[src/rtl/core/cce_pkg.sv]
// Shared types and constants for the contour cell segment extractor.
`default_nettype none

package cce_pkg;

   // Field widths
   localparam int SAMPLE_W  = 16;
   localparam int COL_W     = 14;
   localparam int ROW_W     = 16;
   localparam int COORD_W   = 16;
   localparam int SCALE_W   = 24;
   localparam int FRAC_W    = 16;
   localparam int POS_W     = 33;
   localparam int CSR_IDX_W = 2;

   // Contour level and the value a sample on the level is moved to
   localparam logic signed [17:0] LEVEL      = 18'sd256;
   localparam logic signed [17:0] LEVEL_BUMP = 18'sd257;

   // Register indexes
   localparam logic [CSR_IDX_W-1:0] CSR_X_ORIGIN = 2'd0;
   localparam logic [CSR_IDX_W-1:0] CSR_Y_ORIGIN = 2'd1;
   localparam logic [CSR_IDX_W-1:0] CSR_X_SCALE  = 2'd2;
   localparam logic [CSR_IDX_W-1:0] CSR_Y_SCALE  = 2'd3;

   localparam logic [SCALE_W-1:0] SCALE_RESET = 24'd65536;

   // Queue and pipeline sizes
   localparam int QUEUE_DEPTH = 4;
   localparam int QUEUE_PTR_W = 2;
   localparam int QUEUE_CNT_W = 3;
   localparam int OUT_DEPTH   = 32;
   localparam int OUT_PTR_W   = 5;
   localparam int CNT_W       = 6;
   localparam int DIV_STAGES  = 16;

   // One end point: integer grid corner plus an optional fraction on x and/or y
   typedef struct packed {
      logic [COL_W-1:0]  x_int;
      logic [ROW_W:0]    y_int;
      logic              x_frac;
      logic              x_neg;
      logic              y_frac;
      logic              y_neg;
      logic [FRAC_W-1:0] num;
      logic [FRAC_W-1:0] den;
   } point_type;

   typedef struct packed {
      point_type start_pt;
      point_type end_pt;
      logic      last;
   } seg_type;

   typedef struct packed {
      logic [COORD_W-1:0] start_x;
      logic [COORD_W-1:0] start_y;
      logic [COORD_W-1:0] end_x;
      logic [COORD_W-1:0] end_y;
      logic               last;
   } rsp_type;

   typedef struct packed {
      logic [COORD_W-1:0] x_origin;
      logic [COORD_W-1:0] y_origin;
      logic [SCALE_W-1:0] x_scale;
      logic [SCALE_W-1:0] y_scale;
   } csr_type;

   typedef struct packed {
      logic [CNT_W-1:0] credits;
      logic [CNT_W-1:0] out_count;
   } back_status_type;

endpackage

`default_nettype wire

[src/rtl/core/cce_queue.sv]
// Short segment queue between the classifier and the arithmetic back end.
`default_nettype none

module cce_queue (
   input  wire logic             clock,
   input  wire logic             reset,
   input  wire logic             push,
   input  cce_pkg::seg_type      wdata,
   output logic                  full,
   input  wire logic             pop,
   output cce_pkg::seg_type      rdata,
   output logic                  empty
);

   cce_pkg::seg_type                      mem_ff [cce_pkg::QUEUE_DEPTH];
   logic [cce_pkg::QUEUE_PTR_W-1:0]       wr_ptr_ff, wr_ptr_in;
   logic [cce_pkg::QUEUE_PTR_W-1:0]       rd_ptr_ff, rd_ptr_in;
   logic [cce_pkg::QUEUE_CNT_W-1:0]       cnt_ff, cnt_in;
   logic                                  do_push, do_pop;

   assign full    = (cnt_ff == cce_pkg::QUEUE_CNT_W'(cce_pkg::QUEUE_DEPTH));
   assign empty   = (cnt_ff == '0);
   assign do_push = push && !full;
   assign do_pop  = pop && !empty;
   assign rdata   = mem_ff[rd_ptr_ff];

   // Advance pointers and fill count
   always_comb begin
      wr_ptr_in = do_push ? wr_ptr_ff + 1'b1 : wr_ptr_ff;
      rd_ptr_in = do_pop ? rd_ptr_ff + 1'b1 : rd_ptr_ff;
      cnt_in    = cnt_ff + {{(cce_pkg::QUEUE_CNT_W-1){1'b0}}, do_push}
                         - {{(cce_pkg::QUEUE_CNT_W-1){1'b0}}, do_pop};
   end

   always_ff @(posedge clock) begin
      if (reset) begin
         wr_ptr_ff <= '0;
         rd_ptr_ff <= '0;
         cnt_ff    <= '0;
      end else begin
         wr_ptr_ff <= wr_ptr_in;
         rd_ptr_ff <= rd_ptr_in;
         cnt_ff    <= cnt_in;
      end
   end

   // Store entry
   always_ff @(posedge clock) begin
      if (do_push) begin
         mem_ff[wr_ptr_ff] <= wdata;
      end
   end

endmodule

`default_nettype wire

[config.mk]
export PLATFORM = sky130hd
export DESIGN_NAME = cce_queue
export DESIGN_NICKNAME = d
export VERILOG_FILES = /design/src/rtl/core/cce_pkg.sv /design/src/rtl/core/cce_queue.sv
export SDC_FILE = /design/constraint.sdc
export NUM_CORES = 1
export LEC_CHECK = 0
export BUFFER_PORTS_ARGS = -buffer_cell sky130_fd_sc_hd__buf_2
export CORE_MARGIN = 10
export CORE_UTILIZATION = 50
export CTS_CLUSTER_DIAMETER = 150
export DETAILED_ROUTE_END_ITERATION = 10
export PLACE_DENSITY = 0.71
export SLEW_MARGIN = 20
export SYNTH_ARGS = -nofsm -noshare
export SYNTH_HDL_FRONTEND = slang
export SYNTH_SLANG_ARGS = --single-unit
[constraint.sdc]
create_clock -name clock -period 6.9 [get_ports clock]
set_input_delay 1.38 -clock clock [delete_from_list [all_inputs] [get_ports clock]]
set_output_delay 1.38 -clock clock [all_outputs]
set_load 0.05 [all_outputs]
# == Yosys cells after proc, flatten, opt, wreduce, memory -nomap -nowiden ==
# Memories as Yosys holds them, arrays and structs flattened. A register that Yosys moved wholly into a read port is not among the register bits.
# Index checks and enable logic that the tools add are counted.
# totals
memories,1
regBits,7
wordCells,18
output_inout_bits,137
ram_bits,540
inputBits,139
# classes
n_reduce_logical,5
n_addsub,4
n_eq_ne,1
muxes,4
# mem_list
name,words,width,rd,rd_ports_with_merged_regs,wr,line_no,text
mem_ff,4,135,1,1,1,cce_queue.sv:15,cce_pkg::seg_type mem_ff [cce_pkg::QUEUE_DEPTH];
# op_table
cell,n
"adder 2 x 1 -> 2 bit, second input constant",2
2-to-1 mux 2 bit,2
adder 3 x 1 -> 3 bit,1
"equality test 3 bit, second input constant",1
logical NOT 3 bit,1
subtractor 3 x 1 -> 3 bit,1
logical AND 1 bit,2
logical NOT 1 bit,2
2-to-1 mux 1 bit,2

# == Logic depth before layout (Yosys ltp) ==
# Gate-level depths: netlist (run 1).
# depth
word_depth,5
ltp_mapped,10
ltp_nobuf,10

# == Worst setup path after synthesis (run 1) ==
# No wires, ideal clock.
# synth_timing
kind,in2reg
start,in push
end,mem mem_ff[0][0] (netlist name) (enable)
t_arrival_ps,4806
t_required_ps,6390
setup_time_ps,510
path_stages,3
slack_ps,1584
path_buffers,0
path_cell_list,inv_1 > nor2_1 > and2_1
# synth_via
elab_chain_len,3
# synth_rtl
item,line_no,text
"start, declared",cce_queue.sv:7,"input wire logic push,"
logical AND 1 bit,cce_queue.sv:23,assign do_push = push && !full;
2-to-1 mux 1 bit,cce_queue.sv:49,if (do_push) begin
2-to-1 mux 1 bit (implied by the code),cce_queue.sv:50,mem_ff[wr_ptr_ff] <= wdata;
"end, declared",cce_queue.sv:15,
# No other way between the ends.

==> reports/summary.txt, run 1 <==
Status: complete, no violations
Area after DPL: 21900 sq um
WL per Instance: 23.9 microns
Largest net degree at the start of global routing: 99
Synth area leaders: edfxtp_1 (81%), mux4_2 (15%), dfxtp_1 (0.90%)
Deepest clock path buffer count: 3
Vias: 8986
Hpwl dp: 23400 microns
Crit path time final: 4.34 ns
Fin nets: 1210
R2R cell count: 4
Vias in the first global route: 9485
LEAKAGE: 7.88 nW
Finished Layout Cells: 1637
Worst-Margin Slew: 0.940 ns
Critical Path AT: 2.96 ns
VDD IR-drop max: 343 uV
CTS Hold Bufs: 0
Synth top area share: 81.4%
Fin area: 23600 sq um
Reg-to-Reg End: mem_ff[3][47]$_DFFE_PP_
Max FO, Critical Path: 51
Area growth, synth to finish: 18.7%
Core ar.: 39500 sq um
Final setup fails: 0
TritonRoute pass-1 iters: 5
Final WS setup: 2.56 ns
Setup slack at placement: 3.05 ns
Hold_sp: rd_ptr_ff[1]$_SDFFE_PP0P_
Flops & latches, synth: 549
RD Place Congestion: 0.720
Hold depth: 2
Worst Hold Slack: 0.500 ns
Async S/R FF share, synth: 0%
Final Cycle Share: 62.8%
# resized after CTS: 0
Placed Instances: 1535
GRT Util Overall: 16.2%
Die Area: 48200 sq um
H-tree depth: 2
Vias per inst: 5.49
Max Cap Viol: 0
Min-delay worst type: reg -> reg
Post-CTS Repair Setup Buffers: 0
Max transition margin: 37.3%
CP required: 5.52 ns
I/O pin cnt: 276
Tot Pwr: 9.93 mW
Fin util: 59.8%
Crit path launch type: register
Cell Area, Synth: 19900 sq um
Die X-Extent: 220 microns
# clock sinks: 549
Clk slew on worst S/H paths: 0.06 ns
Reg2Reg Launch Point: cnt_ff[1]$_SDFF_PP0_
DRC viols: 0
Kind of critical path: reg -> out
Post-Syn Area per Cell: 26.3 sq um
Top-count cell post-synth: edfxtp_1
Synth Instances: 756
Total power divided by cell area: 420 nW/um^2
Grt ovf: 0
Initial antenna violation count: 12
Sequential element share of the synthesized area: 82.3%
Share of cells above drive strength 1: 45.1%
Total Neg Setup Slack: 0 ns
Initial DRC Count: 683
Fill cells: 2752
CTS buffer count: 52
Synth area leader: edfxtp_1
Routed WL: 39000 microns
Ys Warns: 0
Endpoints failing hold: 0
EDFF count, synth: 540
Post-Syn Nets: 902
Die height: 220 microns
CTS tree: yes
Ys flop type: edfxtp_1
# port buffers: 275
List of most frequent post-synthesis cells: edfxtp_1 (540), mux4_2 (135), buf_2 (15)
Starting Density: 50.4%
Worst skew pair latency: 0.59 ns
Root Driver: clkbuf_16
Worst Skew: 0.0157 ns
Worst R2R Setup Slack: 4.12 ns
Max-slew violations: 0
Netlist cell types: 24
Routed Antenna Nets: 0
Row count: 73
CP endpoint kind: primary output
RSZ-0062 raised after global routing: no
Achievable clock frequency: 231 MHz
First-pass GRT wire length: 59000 microns
## registers in the layout (all words and copies together), names as in the netlist, named ones only
signal	cells
cnt_ff	3
mem_ff	540
wr_ptr_ff	2
rd_ptr_ff	2
## kinds of logic after synthesis
group           Yosys count  synth area share, %
compound gates            5                0.138
xor+xnor                  3                0.132
fa+ha+maj                 7                0.478
buf+inv                  39                 1.13
flops                   549                 82.3
mux                     136                 15.3
simple gates             17                0.471
## worst max-delay path, cell delays in order (launching register included)
cell and delay (ns):
dfxtp_4 0.85, buf_4 0.70, mux4_2 0.45, buf_2 0.24
## power breakdown
group,internal (mW),switching [mW]
Combinational,0.863,2.04
Sequential,4.01,0.116
Clock,1.73,1.16
Total,6.60,3.32
## final cells by class
type                       count  area (sq um)  area share, %
timing repair buffer         285          1490           6.30
clock buffer                  61          1360           5.74
multi-input combinational    168          3300           14.0
antenna                        7          17.5         0.0741
clock inverter                34           384           1.62
inverter                       8          30.0          0.127
sequential                   549         16400           69.4
tap                          525           657           2.78
## placed cells by master (no fill, tap or decap), types with 3 or more instances in the layout
cell type  count
nor2_1         4
clkinv_1      15
clkbuf_16     53
clkinv_2       8
diode_2        7
inv_1          8
edfxtp_1     540
mux4_2       135
buf_4          7
buf_2        275
ha_1           6
dfxtp_1        7
buf_12         3
clkbuf_1       8
bufinv_16      9
and2_4         4
## worst max path at each step
stage | start | endpoint | slack [ns] | depth (start not counted)
2_1_floorplan | push | mem_ff[0][0]$_DFFE_PP_ | 1.58 | 3
3_3_place_gp | push | mem_ff[0][75]$_DFFE_PP_ | 3.06 | 5
3_5_place_dp | push | mem_ff[0][65]$_DFFE_PP_ | 3.05 | 5
4_1_cts | register | rdata[68] | 2.54 | 3
5_1_grt | register | rdata[68] | 2.42 | 3
6_report | register | rdata[68] | 2.56 | 3
## metal layers
metal	vias to the layer above	track usage (%)	share of wire (%)	wire [microns]
met5	-	0	0.28	108
met2	295	24.4	47	18500
met3	96	6.16	9.3	3610
met1	4684	21.8	40	15700
met4	16	5.14	2.8	1100
li1	3895	-	-	-
No activity file was read; power rests on OpenSTA's default activity.
==> run 2: changes to the inputs <==
Settings changed: PLACE_DENSITY 0.71 to 0.74.
Clock period 6.9 ns to 3.56 ns, I/O delays scaled along.
==> run 2 against run 1 <==
Die area unchanged. Non-clock buffer count grew 7. Utilization hardly changed. First-iteration DRC count grew 13%. Register-to-register slack lost 2.9 ns. Hold slack worse by 0.15 ns. Setup slack got worse by 1.9 ns. Wire length shrank 2.7%. Sequential share of layout area hardly changed. Via count decreased by 1.1%. Critical endpoint is now rdata[86].
==> reports/summary.txt, run 2 (synthesized netlist as in run 1, its figures left out) <==
WL per Instance: 23.2 microns (-2.7%)
Fin util: 59.8% (about the same)
Vias in the first global route: 9518 (+0.35%)
Initial antenna violation count: 7 (-5)
Row count: 73 (unchanged)
Worst-Margin Slew: 0.716 ns (-0.225 ns)
Largest Register: mem_ff
Post-CTS Repair Setup Buffers: 0 (unchanged)
Final setup fails: 0 (unchanged)
Multi-input gate area: 3300 sq um (unchanged)
Fill cells: 2763 (+0.40%)
CP Cell Sequence: buf_12, mux4_2, buf_2
Deepest clock path buffer count: 3 (unchanged)
Largest net degree at the start of global routing: 93 (-6.1%)
First-pass GRT wire length: 58300 microns (-1.2%)
Initial DRC Count: 770 (+13%)
CTS Hold Bufs: 0 (unchanged)
# clock sinks: 549 (unchanged)
Worst R2R Setup Slack: 1.21 ns (-2.91 ns)
Total Neg Setup Slack: 0 ns (unchanged)
Crit path buf inv count: 2 (unchanged)
Slowest stage delay, CP: 0.60 ns (-0.25 ns)
Crit path launch type: register
Fin nets: 1218 (+0.66%)
Status: complete, no violations
Finished Layout Cells: 1636 (-0.061%)
CP required: 2.85 ns (-2.67 ns)
Most common cell after layout, fill and taps aside: edfxtp_1
Reg2Reg Launch Point: cnt_ff[1]$_SDFF_PP0_
Die Area: 48200 sq um (unchanged)
Reg-to-Reg End: cnt_ff[2]$_SDFF_PP0_
CTS tree: yes
Share of cells above drive strength 1: 45.3% (+0.20 points)
CP max stage cell: mux4_2
Vias: 8884 (-1.1%)
VDD IR-drop max: 623 uV (+82%)
Root Driver: clkbuf_16
Max-slew violations: 0 (unchanged)
Clk slew on worst S/H paths: 0.06 ns (about the same)
Hpwl dp: 23400 microns (+0.29%)
Top flop regs: mem_ff (540), cnt_ff (3)
TritonRoute pass-1 iters: 5 (unchanged)
Die height: 220 microns (unchanged)
Starting Density: 50.4% (unchanged)
DRC viols: 0 (unchanged)
# resized after CTS: 0 (unchanged)
R2R cell count: 10 (+6)
Die X-Extent: 220 microns (unchanged)
LEAKAGE: 7.86 nW (-0.22%)
CTS buffer count: 53 (+1.9%)
CP endpoint kind: primary output
Crit path time final: 2.92 ns
RD Place Congestion: 0.730 (+1.3%)
Setup crit end: rdata[86]
I/O pin cnt: 276 (unchanged)
Total power divided by cell area: 796 nW/um^2 (+90%)
Max FFs per register: 540 (unchanged)
Routed WL: 38000 microns (-2.7%)
# port buffers: 275 (unchanged)
WP depth: 3 (unchanged)
Routed Antenna Nets: 0 (unchanged)
Max transition margin: 52.3% (+15 points)
Critical Path AT: 2.21 ns (-0.75 ns)
Area growth, synth to finish: 18.7% (about the same)
RSZ-0062 raised after global routing: no
Placed Instances: 1542 (+0.46%)
Worst skew pair latency: 0.57 ns (-0.02 ns)
Max Cap Viol: 0 (unchanged)
GRT Util Overall: 15.9% (-0.31 points)
Min-delay worst type: in -> reg
H-tree depth: 2 (unchanged)
Vias per inst: 5.43 (-1.1%)
Kind of critical path: reg -> out
Worst Skew: 0.00701 ns (-0.00873 ns)
Most frequent cells in the layout: edfxtp_1 (540), buf_2 (275), mux4_2 (135), clkbuf_16 (53), clkbuf_1 (13)
FF+latch area: 16400 sq um (unchanged)
Core ar.: 39500 sq um (unchanged)
Final Cycle Share: 82.1%
CP top delay family: multiplexers
Grt ovf: 0 (unchanged)
Achievable clock frequency: 342 MHz
Endpoints failing hold: 0 (unchanged)
Max FO, Critical Path: 48 (-5.9%)
-- run 2: worst min path at each step --
stage,depth (start not counted),start,endpoint,slack [ns]
finish,1,wdata[45],mem_ff[0][45]$_DFFE_PP_,0.35
global placement,2,rd_ptr_ff[1]$_SDFFE_PP0P_,register,0.47
global route,1,wdata[29],mem_ff[0][29]$_DFFE_PP_,0.33
detailed placement,2,rd_ptr_ff[1]$_SDFFE_PP0P_,register,0.51
floorplan,2,rd_ptr_ff[1]$_SDFFE_PP0P_,register,0.46
CTS,1,wdata[45],mem_ff[1][45]$_DFFE_PP_,0.31
-- run 2: power breakdown --
group          switching (mW)  internal [mW]
Combinational            4.04           1.74
Clock                    2.19           2.94
Sequential              0.143           7.76
-- run 2: routing by layer --
metal  vias to the layer above  track usage [%]  part of all wire, %
met5                         -                0                 0.22
met4                        12             5.23                  2.4
met3                        76             5.11                  8.6
met2                       282             24.9                   49
met1                      4622             21.0                   40
li1                       3892                -                    -
-- run 2: layout make-up --
cell class | count | area share, %
Sequential cell | 549 | 69.4
Multi-Input combinational cell | 168 | 14.0
Timing Repair Buffer | 292 | 7.00
Clock buffer | 66 | 5.82
Tap cell | 525 | 2.78
Clock inverter | 26 | 0.884
Inverter | 8 | 0.127
Antenna cell | 2 | 0.0212
-- run 2: worst reg2reg max path, stage by stage (launching register included) --
cell and delay, ns:
dfxtp_1 0.42, nor3b_1 0.13, nor2_1 0.34, inv_1 0.09, ha_1 0.28, inv_1 0.04, ha_1 0.19, fa_1 0.40
xnor2_1 0.17, xnor2_1 0.13, nor2_1 0.05
-- run 2: metrics by stage --
stage | power, mW | setup WS, ns | instance area [sq um] | hold WS [ns]
floorplan | 12.5 | 0.0902 | 19900 | 0.459
global placement | 13.9 | 0.910 | 22000 | 0.473
detailed placement | 13.9 | 0.891 | 22000 | 0.508
CTS | 19.1 | 0.541 | 23600 | 0.306
global route | 19.6 | 0.498 | 23600 | 0.327
finish | 18.8 | 0.636 | 23600 | 0.351
==> run 3: changes to the inputs <==
Clock period 3.56 ns to 2.4 ns, I/O delays scaled along.
==> run 3 against run 2 <==
The flow now finishes with violations (negative setup slack). Wire length is 8.9% higher. Hold slack worse by 0.23 ns. Register-to-register slack worse by 1.1 ns. Count of clock-buffer cells in the layout is 3 higher. Utilization is 3.4 points higher. Setup slack worse by 0.79 ns. Clock skew is 0.0055 ns higher. Critical endpoint is now rdata[2]. Die area stayed put. Global-route usage is 1.1 points higher. Sequential share of layout area is 3.8 points lower. Largest power group unchanged.
==> reports/summary.txt, run 3 (synthesized netlist as in run 1, its figures left out) <==
Status: finished with violations
Failing checks: negative setup slack
Crit path time final: 2.55 ns
CTS Hold Bufs: 0 (unchanged)
Die Area: 48200 sq um (unchanged)
VDD IR-drop max: 908 uV (+46%)
DRC viols: 0 (unchanged)
Crit path launch type: register
Worst R2R Setup Slack: 0.13 ns (-1.08 ns)
Worst Skew: 0.0125 ns (+0.00550 ns)
Max FFs per register: 540 (unchanged)
Starting Density: 50.4% (unchanged)
Hold_sp: wdata[98]
Initial DRC Count: 772 (+0.26%)
Tot Pwr: 30.1 mW (+60%)
Reg-to-Reg End: cnt_ff[2]$_SDFF_PP0_
Top flop regs: mem_ff (540), cnt_ff (3)
Largest Register: mem_ff
RSZ-0062 raised after global routing: yes
Vias in the first global route: 10.0k (+5.1%)
Die height: 220 microns (unchanged)
Area growth, synth to finish: 25.5%
Achievable clock frequency: 392 MHz
Vias: 9219 (+3.8%)
Reg2Reg Launch Point: cnt_ff[2]$_SDFF_PP0_
Largest net degree at the start of global routing: 72 (-23%)
CP required: 1.92 ns (-0.93 ns)
LEAKAGE: 8.43 nW (+7.3%)
TritonRoute pass-1 iters: 5 (unchanged)
Final WS setup: -0.150 ns (-0.785 ns)
Routed Antenna Nets: 0 (unchanged)
# port buffers: 275 (unchanged)
CTS tree: yes
WL per Instance: 24.6 microns (+5.8%)
Area after DPL: 22400 sq um (+1.8%)
Hold Path End: mem_ff[0][98]$_DFFE_PP_
Max-slew violations: 0 (unchanged)
RD Place Congestion: 0.723 (-0.89%)
Worst-Margin Slew: 0.472 ns (-0.244 ns)
Row count: 73 (unchanged)
Routed WL: 41400 microns (+8.9%)
Min-delay worst type: in -> reg
CTS buffer count: 52 (-1.9%)
Final setup fails: 135 (+135)
Most common cell after layout, fill and taps aside: edfxtp_1
H-tree depth: 2 (unchanged)
Grt ovf: 0 (unchanged)
Max FO, Critical Path: 6 (-88%)
Endpoints failing hold: 0 (unchanged)
I/O pin cnt: 276 (unchanged)
Initial antenna violation count: 10 (+3)
Kind of critical path: reg -> out
Deepest clock path buffer count: 3 (unchanged)
Share of cells above drive strength 1: 47.4% (+2.2 points)
# clock sinks: 549 (unchanged)
Hold depth: 1 (unchanged)
Clk slew on worst S/H paths: 0.06 ns (about the same)
GRT Util Overall: 17.0% (+1.1 points)
Critical Path AT: 2.07 ns (-0.14 ns)
Worst skew pair latency: 0.57 ns (about the same)
R2R cell count: 10 (unchanged)
CP endpoint kind: primary output
Fin area: 25000 sq um (+5.7%)
Worst Hold Slack: 0.120 ns (-0.231 ns)
Vias per inst: 5.47 (+0.81%)
Max transition margin: 68.5% (+16 points)
Final Cycle Share: 106%
Max Cap Viol: 0 (unchanged)
Die X-Extent: 220 microns (unchanged)
Total power divided by cell area: 1200 nW/um^2 (+51%)
First-pass GRT wire length: 61800 microns (+6.1%)
Core ar.: 39500 sq um (unchanged)
Hpwl dp: 26000 microns (+11%)
Root Driver: clkbuf_16
Most frequent cells in the layout: edfxtp_1 (540), buf_2 (145), mux4_2 (135), buf_6 (94), buf_4 (62)
Fin nets: 1263 (+3.7%)
Fin util: 63.2% (+3.4 points)
==> run 3: changes by cell type in the layout (fill, tap and decap cells not counted), moves of 2 or more <==
cell | previous run | this run
buf_8 | 0 | 7
clkbuf_16 | 53 | 56
diode_2 | 2 | 4
buf_16 | 0 | 6
inv_6 | 2 | 0
clkinv_1 | 10 | 12
clkinvlp_4 | 2 | 0
clkbuf_1 | 13 | 15
buf_12 | 12 | 21
buf_2 | 275 | 145
dfxtp_1 | 7 | 5
buf_6 | 0 | 94
dfxtp_2 | 0 | 2
buf_4 | 5 | 62
==> run 3: how the worst max path moves through the flow <==
stage / to
floorplan: mem_ff[0][0]$_DFFE_PP_
global placement: cnt_ff[2]$_SDFF_PP0_
detailed placement: cnt_ff[2]$_SDFF_PP0_
CTS: rdata[124]
global route: rdata[39]
finish: rdata[2]
==> run 3: worst max-delay path, cell delays in order, from the launching register on <==
cell     delay, ns
dfxtp_4       0.37
buf_4         0.15
buf_16        0.13
buf_4         0.14
mux4_2        0.54
buf_8         0.18
==> run 3: per-stage QoR <==
stage	setup TNS (ns)	worst slack, ns	std cells
2_1_floorplan	-308.83	-0.572	756
3_3_place_gp	0	0.237	1572
3_5_place_dp	0	0.0380	1572
4_1_cts	-20.99	-0.213	1674
5_1_grt	-24.67	-0.242	1681
6_report	-13.01	-0.150	1684
==> run 3: timing repair <==
| item | CTS | global route |
|---|---|---|
| endpoints found under the setup margin | 135 | 135 |
| setup buffers | 8 | 3 |
| gates cloned | 2 | 3 |
| resized for setup | 220 | 30 |
| hold endpoints to repair | 0 | 0 |
==> run 3: final cells by class <==
class,count,area (sq um)
diodes,4,10.0
flip-flops and latches,549,16400
clock inverters,23,150
clock buffers,69,1400
inverters,8,30.0
multi-input cells,168,3330
well taps,525,657
repair buffers,338,3020
fillers,2601,14600
==> run 3: per-layer routing <==
metal / track usage [%] / up-vias / routed length, microns
met4: 4.22 / 14 / 727
met2: 27.1 / 303 / 20700
li1: - / 4000 / -
met5: 0 / - / 97
met1: 22.2 / 4820 / 16400
met3: 5.77 / 82 / 3460
==> run 3: power by group <==
group          switching [mW]  leakage, nW  internal, mW
clock                    3.24        0.760          4.27
combinational            6.48         2.65          4.33
sequential              0.238         5.02          11.5
